File: config.mk
export PLATFORM = sky130hd
export DESIGN_NAME = bounded_array_list
export DESIGN_NICKNAME = d
export VERILOG_FILES = /design/src/rtl/bal_pkg.sv /design/src/rtl/bounded_array_list.sv
export SDC_FILE = /design/constraint.sdc
export NUM_CORES = 1
export LEC_CHECK = 0
export BUFFER_PORTS_ARGS = -buffer_cell sky130_fd_sc_hd__buf_4
export CORE_ASPECT_RATIO = 1.4
export CORE_MARGIN = 1
export CORE_UTILIZATION = 55
export CTS_CLUSTER_DIAMETER = 120
export DETAILED_ROUTE_END_ITERATION = 10
export PLACE_DENSITY_LB_ADDON = 0.15
export SYNTH_ARGS = -nofsm -noshare
export SYNTH_HDL_FRONTEND = slang
export SYNTH_SLANG_ARGS = --single-unit
File: constraint.sdc
create_clock -name clk -period 5.5 [get_ports clk]
set_input_delay 0.55 -clock clk [delete_from_list [all_inputs] [get_ports clk]]
set_output_delay 0.55 -clock clk [all_outputs]
set_load 0.005 [all_outputs]
File: src/rtl/bal_pkg.sv
// Bounded array list: shared sizes, operation and status codes.
// No dependencies; imported by bounded_array_list.
package bal_pkg;

  localparam int unsigned DEPTH    = 8;
  localparam int unsigned WIDTH    = 32;
  localparam int unsigned WORD_W   = 32;
  localparam int unsigned POS_W    = 3;
  localparam int unsigned FIDX_W   = 3;
  localparam int unsigned COUNT_W  = 4;
  localparam int unsigned IN_DW    = 40;
  localparam int unsigned IN_UW    = 4;
  localparam int unsigned OUT_DW   = 8;
  localparam int unsigned OUT_UW   = 2;

  typedef enum logic [2:0] {
    OP_APPEND     = 3'd0,
    OP_POP_BACK   = 3'd1,
    OP_PUSH_FRONT = 3'd2,
    OP_POP_FRONT  = 3'd3,
    OP_DEL_INDEX  = 3'd4,
    OP_DEL_VALUE  = 3'd5,
    OP_FIND       = 3'd6
  } op_t;

  typedef enum logic [1:0] {
    ST_DONE      = 2'd0,
    ST_FULL      = 2'd1,
    ST_NOTHING   = 2'd2,
    ST_NOT_FOUND = 2'd3
  } status_t;

endpackage

File: src/rtl/bounded_array_list.sv
// Bounded array list top level: slot memory, count and sequencer.
// Depends on bal_pkg.
//
// Usage:
//   Requests arrive on the in_ stream: in_tuser carries the operation and
//   the force flag, in_tdata the value and the slot position. Each request
//   yields exactly one result transfer on the out_ stream: status in
//   out_tuser, found flag, found index and entry count in out_tdata. The user
//   writes fill_value via cfg_we/cfg_wdata only while the block is idle; no logic checks it.
//
//   The slots sit in a one-port-write, one-port-read memory with registered
//   read data; a single compare/move path walks it one slot per step.
//   Push/pop at the back and refused requests finish at acceptance; push
//   front reads and writes each slot to shift it up, then writes slot 0;
//   deletes read and write each later slot to close up, then clear the last;
//   find reads and compares slot by slot; delete-value searches, then closes up.
//   One request is worked at a time; in_tready is high only when idle, no result pending.
//   A finished result waits in the output register while out_tready is low;
//   a new request may be accepted meanwhile and stalls only at completion.
//   Reset empties the list and sets fill_value to all ones.
module bounded_array_list (
  input  logic                         clk,
  input  logic                         rst_n,
  input  logic                         cfg_we,
  input  logic [bal_pkg::WORD_W-1:0]   cfg_wdata,   // fill_value
  input  logic                         in_tvalid,
  output logic                         in_tready,
  input  logic [bal_pkg::IN_DW-1:0]    in_tdata,    // value[31:0], position[34:32], zero pad
  input  logic [bal_pkg::IN_UW-1:0]    in_tuser,    // operation[2:0], force_req[3]
  output logic                         out_tvalid,
  input  logic                         out_tready,
  output logic [bal_pkg::OUT_DW-1:0]   out_tdata,   // found[0], found_index[3:1], entry_count[7:4]
  output logic [bal_pkg::OUT_UW-1:0]   out_tuser    // status[1:0]
);
  import bal_pkg::*;

  localparam int unsigned AW = (DEPTH > 1) ? $clog2(DEPTH) : 1;
  localparam int unsigned CW = $clog2(DEPTH + 1);

  typedef enum logic [2:0] {
    S_IDLE, S_SHR_RD, S_SHR_WR, S_PUT_FRONT, S_REMOVE, S_SHL_WR, S_SRCH_RD, S_SRCH_CMP
  } state_t;

  // almost: S_FINISH folded into a pending flag below
  state_t              state_r, state_nxt;
  logic                pend_r, pend_nxt;
  logic [CW-1:0]       cnt_r, cnt_nxt;
  logic [AW-1:0]       idx_r, idx_nxt;
  logic [AW-1:0]       hit_r, hit_nxt;
  op_t                 op_r, op_nxt;
  logic [WIDTH-1:0]    val_r, val_nxt;
  logic [WIDTH-1:0]    fill_r;
  status_t             stat_r, stat_nxt;
  logic                found_r, found_nxt;
  logic                out_valid_r, out_valid_nxt;
  status_t             out_stat_r, out_stat_nxt;
  logic                out_found_r, out_found_nxt;
  logic [FIDX_W-1:0]   out_fidx_r, out_fidx_nxt;
  logic [COUNT_W-1:0]  out_cnt_r, out_cnt_nxt;

  logic [WIDTH-1:0]    mem [DEPTH];
  logic [WIDTH-1:0]    rd_data_r;
  logic                mem_we, mem_re;
  logic [AW-1:0]       mem_wa, mem_ra;
  logic [WIDTH-1:0]    mem_wd;

  op_t                 in_op;
  logic [WIDTH-1:0]    in_word;
  logic [POS_W-1:0]    in_pos;
  logic                in_force;
  logic                accept;
  logic                full;
  logic                next_in_list;

  assign in_op    = op_t'(in_tuser[2:0]);
  assign in_force = in_tuser[3];
  assign in_word  = WIDTH'(in_tdata[WORD_W-1:0]);
  assign in_pos   = in_tdata[WORD_W+POS_W-1:WORD_W];

  assign in_tready    = (state_r == S_IDLE) && !pend_r;
  assign accept       = in_tvalid && in_tready;
  assign full         = (cnt_r == CW'(DEPTH));
  assign next_in_list = ((CW'(idx_r) + CW'(1)) < cnt_r);

  assign out_tvalid = out_valid_r;
  assign out_tuser  = out_stat_r;
  assign out_tdata  = {out_cnt_r, out_fidx_r, out_found_r};

  always_ff @(posedge clk) begin
    if (mem_we) begin
      mem[mem_wa] <= mem_wd;
    end
    if (mem_re) begin
      rd_data_r <= mem[mem_ra];
    end
  end

  always_ff @(posedge clk) begin
    if (!rst_n) begin
      fill_r <= '1;
    end else if (cfg_we) begin
      fill_r <= WIDTH'(cfg_wdata);
    end
  end

  always_comb begin
    state_nxt     = state_r;
    pend_nxt      = pend_r;
    cnt_nxt       = cnt_r;
    idx_nxt       = idx_r;
    hit_nxt       = hit_r;
    op_nxt        = op_r;
    val_nxt       = val_r;
    stat_nxt      = stat_r;
    found_nxt     = found_r;
    out_valid_nxt = out_valid_r && !out_tready;
    out_stat_nxt  = out_stat_r;
    out_found_nxt = out_found_r;
    out_fidx_nxt  = out_fidx_r;
    out_cnt_nxt   = out_cnt_r;
    mem_we        = 1'b0;
    mem_wa        = '0;
    mem_wd        = val_r;
    mem_re        = 1'b0;
    mem_ra        = '0;

    case (state_r)
      S_IDLE: begin
        if (accept) begin
          op_nxt    = in_op;
          val_nxt   = in_word;
          stat_nxt  = ST_DONE;
          found_nxt = 1'b0;
          idx_nxt   = '0;
          pend_nxt  = 1'b1;
          case (in_op)
            OP_APPEND: begin
              if (full) begin
                stat_nxt = ST_FULL;
              end else begin
                mem_we  = 1'b1;
                mem_wa  = AW'(cnt_r);
                mem_wd  = in_word;
                cnt_nxt = cnt_r + CW'(1);
              end
            end
            OP_POP_BACK: begin
              if (cnt_r == '0) begin
                stat_nxt = ST_NOTHING;
              end else begin
                mem_we  = 1'b1;
                mem_wa  = AW'(cnt_r - CW'(1));
                mem_wd  = fill_r;
                cnt_nxt = cnt_r - CW'(1);
              end
            end
            OP_PUSH_FRONT: begin
              if (full) begin
                if (in_force) begin
                  mem_we = 1'b1;
                  mem_wd = in_word;
                end else begin
                  stat_nxt = ST_FULL;
                end
              end else if (cnt_r == '0) begin
                mem_we  = 1'b1;
                mem_wd  = in_word;
                cnt_nxt = CW'(1);
              end else begin
                idx_nxt   = AW'(cnt_r);
                pend_nxt  = 1'b0;
                state_nxt = S_SHR_RD;
              end
            end
            OP_POP_FRONT: begin
              if (cnt_r == '0) begin
                stat_nxt = ST_NOTHING;
              end else if (full && !in_force) begin
                stat_nxt = ST_FULL;
              end else begin
                pend_nxt  = 1'b0;
                state_nxt = S_REMOVE;
              end
            end
            OP_DEL_INDEX: begin
              if (CW'(in_pos) >= cnt_r || (CW < POS_W && in_pos > POS_W'(DEPTH - 1))) begin
                stat_nxt = ST_NOTHING;
              end else begin
                idx_nxt   = AW'(in_pos);
                pend_nxt  = 1'b0;
                state_nxt = S_REMOVE;
              end
            end
            OP_DEL_VALUE, OP_FIND: begin
              if (in_op == OP_DEL_VALUE && in_word == fill_r) begin
                stat_nxt = ST_NOTHING;
              end else if (cnt_r == '0) begin
                stat_nxt = ST_NOT_FOUND;
              end else begin
                pend_nxt  = 1'b0;
                state_nxt = S_SRCH_RD;
              end
            end
            default: begin
              stat_nxt = ST_NOTHING;
            end
          endcase
        end else if (pend_r && (!out_valid_r || out_tready)) begin
          pend_nxt      = 1'b0;
          out_valid_nxt = 1'b1;
          out_stat_nxt  = stat_r;
          out_found_nxt = found_r;
          out_fidx_nxt  = found_r ? FIDX_W'(hit_r) : '0;
          out_cnt_nxt   = COUNT_W'(cnt_r);
        end
      end
      S_SHR_RD: begin
        mem_re    = 1'b1;
        mem_ra    = idx_r - AW'(1);
        state_nxt = S_SHR_WR;
      end
      S_SHR_WR: begin
        mem_we  = 1'b1;
        mem_wa  = idx_r;
        mem_wd  = rd_data_r;
        idx_nxt = idx_r - AW'(1);
        state_nxt = (idx_r == AW'(1)) ? S_PUT_FRONT : S_SHR_RD;
      end
      S_PUT_FRONT: begin
        mem_we    = 1'b1;
        mem_wa    = '0;
        mem_wd    = val_r;
        cnt_nxt   = cnt_r + CW'(1);
        pend_nxt  = 1'b1;
        state_nxt = S_IDLE;
      end
      S_REMOVE: begin
        if (next_in_list) begin
          mem_re    = 1'b1;
          mem_ra    = idx_r + AW'(1);
          state_nxt = S_SHL_WR;
        end else begin
          mem_we    = 1'b1;
          mem_wa    = AW'(cnt_r - CW'(1));
          mem_wd    = fill_r;
          cnt_nxt   = cnt_r - CW'(1);
          pend_nxt  = 1'b1;
          state_nxt = S_IDLE;
        end
      end
      S_SHL_WR: begin
        mem_we    = 1'b1;
        mem_wa    = idx_r;
        mem_wd    = rd_data_r;
        idx_nxt   = idx_r + AW'(1);
        state_nxt = S_REMOVE;
      end
      S_SRCH_RD: begin
        mem_re    = 1'b1;
        mem_ra    = idx_r;
        state_nxt = S_SRCH_CMP;
      end
      S_SRCH_CMP: begin
        if (rd_data_r == val_r) begin
          found_nxt = 1'b1;
          hit_nxt   = idx_r;
          if (op_r == OP_DEL_VALUE) begin
            state_nxt = S_REMOVE;
          end else begin
            pend_nxt  = 1'b1;
            state_nxt = S_IDLE;
          end
        end else if (!next_in_list) begin
          stat_nxt  = ST_NOT_FOUND;
          idx_nxt   = '0;
          pend_nxt  = 1'b1;
          state_nxt = S_IDLE;
        end else begin
          idx_nxt   = idx_r + AW'(1);
          state_nxt = S_SRCH_RD;
        end
      end
      default: begin
        state_nxt = S_IDLE;
      end
    endcase
  end

  always_ff @(posedge clk) begin
    if (!rst_n) begin
      state_r     <= S_IDLE;
      pend_r      <= 1'b0;
      cnt_r       <= '0;
      out_valid_r <= 1'b0;
    end else begin
      state_r     <= state_nxt;
      pend_r      <= pend_nxt;
      cnt_r       <= cnt_nxt;
      out_valid_r <= out_valid_nxt;
    end
    idx_r       <= idx_nxt;
    hit_r       <= hit_nxt;
    op_r        <= op_nxt;
    val_r       <= val_nxt;
    stat_r      <= stat_nxt;
    found_r     <= found_nxt;
    out_stat_r  <= out_stat_nxt;
    out_found_r <= out_found_nxt;
    out_fidx_r  <= out_fidx_nxt;
    out_cnt_r   <= out_cnt_nxt;
  end

endmodule
==> summary.md <==
| Metric | Value |
|---|---|
| DR vias | `11400` |
| Worst skew pair latency | `0.54 ns` |
| Synth warn | `0` |
| Hold Fails Final Rpt | `0` |
| Vias per inst | `6.43` |
| Sequential area share after synthesis | `65.0%` |
| Clock power share | `22.6%` |
| Port bufs | `87` |
| Core ar. | `0.0302 sq mm` |
| Leak | `6.67 nW` |
| Final wirelength | `44.6 mm` |
| CTS Buf Count | `38` |
| Initial Util | `56.4%` |
| Fin worst setup slack | `1.13 ns` |
| I/O Pins | `93` |
| Critical path type | `register to register` |
| DRC Markers | `0` |
| Fraction of layout cells with a size suffix above 1 | `16.3%` |
| Layout Utilization | `64.2%` |
| Min Tclk post-route | `4.37 ns` |
| PD cells | `614 mW/mm^2` |
| Worst setup SP type | `register` |
| Root Driver | `clkbuf_16` |
| TritonRoute pass-1 iters | `5` |
| Post-synth ARST share | `0%` |
| Syn-to-layout area delta | `13.7%` |
| All-Layer GR Usage | `28.9%` |
| Hold bufs inserted after CTS | `0` |
| Postcts setup bufs | `0` |
| NumNets Final | `1451` |
| Clk buf depth | `3` |
| Gate power share | `36.8%` |
| Slew @ Worst Pin | `1.13 ns` |
| Share of the synthesized area in the top cell type | `60.2%` |
| Top_reg_cell synth | `edfxtp_1` |
| Final Max Tran Viols | `0` |
| Status | `completed` |
| Synth top cells by count | `342 x edfxtp_1, 225 x nand2_1, 83 x a21oi_1` |
| Unrepaired setup endpoints after global routing | `false` |
| Post-synth EDFFs | `342` |
| Crit path arrival time | `4.60 ns` |
| Synth Cell Area | `0.0171 sq mm` |
| Total power | `11.9 mW` |
| Hold WC Path Type | `primary input to register` |
| Die X-Extent | `151 um` |
| Fillers | `2290` |
| Fmax achieved | `0.229 GHz` |
| TNS Setup | `0 ns` |
| Relative slew margins | `24.4%` |
| Post-CTS sizing | `0` |
| MaxCap Viol Count | `0` |
| HPWL reported at the end of detailed placement | `26.0 mm` |
| Post-synth net total | `1382` |
| Mapped Cells | `1290` |
| Avg WL per Cell | `25.1 um` |
| Mean area per synthesized cell | `13.2 sq um` |
| Net Switching | `4.22 mW` |
| Final GP Congestion | `0.986` |
| Largest net degree at the start of global routing | `129` |
| Ant diodes | `0` |
| IR drop worst, VDD | `0.335 mV` |
| Antenna Violating Nets Remaining | `0` |
| Top-count cell post-synth | `edfxtp_1` |
| Initial antenna violation count | `0` |
| Die footprint | `0.0317 sq mm` |
| CTS tree | `done` |
| Clk_skew | `0.0169 ns` |
| Die height | `210 um` |
| Crit-path max FO | `16` |
| Area contributors post-synth | `edfxtp_1 60%, nand2_1 5.0%, dfxtp_1 4.8%` |
| Synth cell types | `72` |
| Drt initial violations | `951` |
| CP Capture Type | `register` |
| First-pass GRT wire length | `66.9 mm` |
| Clock sinks | `383` |
| CTS HTree Levels | `2` |
| Sw Ratio | `35.4%` |
| Worst Path Required | `5.73 ns` |
| Worst slack, placed | `1.12 ns` |
| Gr ovfl total | `0` |
| Internal power | `7.70 mW` |
| Area leader, netlist | `edfxtp_1` |
| Period utilization | `79.4%` |
| Flop pwr share | `40.5%` |
| Final-report setup violation count | `0` |
| Reg clk slew, reported paths | `0.06 ns` |
| Num rows | `75` |
| Yosys reg bits | `383` |
| Vias in the first global route | `11200` |
| Flop2flop setup slack | `1.13 ns` |
==> cells by family (layout without fill, tap and decap cells) <==
logic type | Yosys count | count (layout) | synth area share [%]
XOR/XNOR | 70 | 70 | 3.59
multiplexers | 65 | 65 | 3.81
adder cells (fa/ha/maj) | 11 | 11 | 0.807
flip-flops | 383 | 383 | 65.0
buffers and inverters | 101 | 199 | 3.00
AO/OA/AOI/OAI | 299 | 299 | 14.4
AND/OR/NAND/NOR | 361 | 361 | 9.37
==> sequential cells by signal (all words and copies together), names as in the netlist <==
signal,count
cnt_r,4
fill_r,32
found_r,1
hit_r,3
idx_r,3
mem,256
op_r,3
out_cnt_r,4
out_fidx_r,3
out_found_r,1
out_tuser,2
out_tvalid,1
pend_r,1
rd_data_r,32
stat_r,2
state_r,3
val_r,32
==> stage by stage <==
stage | std cells | instance area [sq um] | hold slack, ns
2_1_floorplan | 1290 | 17100 | 0.400
3_3_place_gp | 1704 | 18100 | 0.404
3_5_place_dp | 1704 | 18100 | 0.422
4_1_cts | 1773 | 19400 | 0.203
5_1_grt | 1773 | 19400 | 0.215
6_report | 1773 | 19400 | 0.222
==> metal layers <==
metal  share of wire (%)  vias to the layer above  routed length [um]  global-route usage (%)
li1                    -                     5083                   -                       -
met1                  38                     5692               17100                    37.3
met2                  50                      492               22500                    48.7
met3                 6.9                      125                3070                    3.68
met4                 4.2                        0                1880                    12.8
met5                   0                        -                   0                       0
==> final cells by class <==
| type | instances | area (sq um) | share of cell area (%) |
|---|---|---|---|
| Sequential cell | 383 | 11100 | 57.2 |
| Clock buffer | 53 | 1060 | 5.46 |
| Clock inverter | 16 | 233 | 1.20 |
| Tap cell | 385 | 482 | 2.48 |
| Timing Repair Buffer | 112 | 916 | 4.72 |
| Inverter | 18 | 67.6 | 0.348 |
| Multi-Input combinational cell | 806 | 5550 | 28.6 |
==> cell usage in the layout, fill, tap and decap left out, drive strengths merged, types with 7 or more instances in the layout <==
cell type | synthesis | routed
ha | 11 | 11
dfxtp | 41 | 41
clkinv | 1 | 9
inv | 17 | 19
nand2b | 7 | 7
edfxtp | 342 | 342
o21ai | 15 | 15
a22o | 53 | 53
nand3 | 37 | 37
nor3 | 12 | 12
a31o | 32 | 32
mux2i | 65 | 65
clkbuf | 24 | 53
a221oi | 38 | 38
nor2 | 32 | 32
xor2 | 64 | 64
buf | 59 | 112
nand2 | 225 | 225
nor4 | 15 | 15
a221o | 33 | 33
a21oi | 83 | 83
==> worst max-delay path: stages (launching register included) <==
cell	delay [ns]
edfxtp_1	0.58
ha_1	0.30
xor2_1	0.41
ha_1	0.29
o21ai_0	0.19
a221oi_2	0.69
a21o_1	0.23
a221o_1	0.37
nand2_1	0.15
nor2_4	0.52
buf_4	0.34
==> final timing paths <==
| path | end | from | depth (start not counted) |
|---|---|---|---|
| max reg2reg | mem[6][10] | idx_r[0] | 10 |
| min reg2reg | out_tuser[0] | stat_r[0] | 0 |
| min | val_r[5] | in_tdata[5] | 1 |
| max | mem[6][10] | idx_r[0] | 10 |
==> power by group through the flow <==
| stage | sequential, mW | combinational [mW] | clock, mW |
|---|---|---|---|
| 2_1_floorplan | 4.79 | 3.05 | 0 |
| 3_3_place_gp | 4.85 | 4.26 | 0 |
| 3_5_place_dp | 4.88 | 4.35 | 0 |
| 4_1_cts | 4.82 | 4.38 | 2.73 |
| 5_1_grt | 4.88 | 4.73 | 2.82 |
| 6_report | 4.83 | 4.39 | 2.70 |
Note: power is estimated with default switching activity, not from simulation.
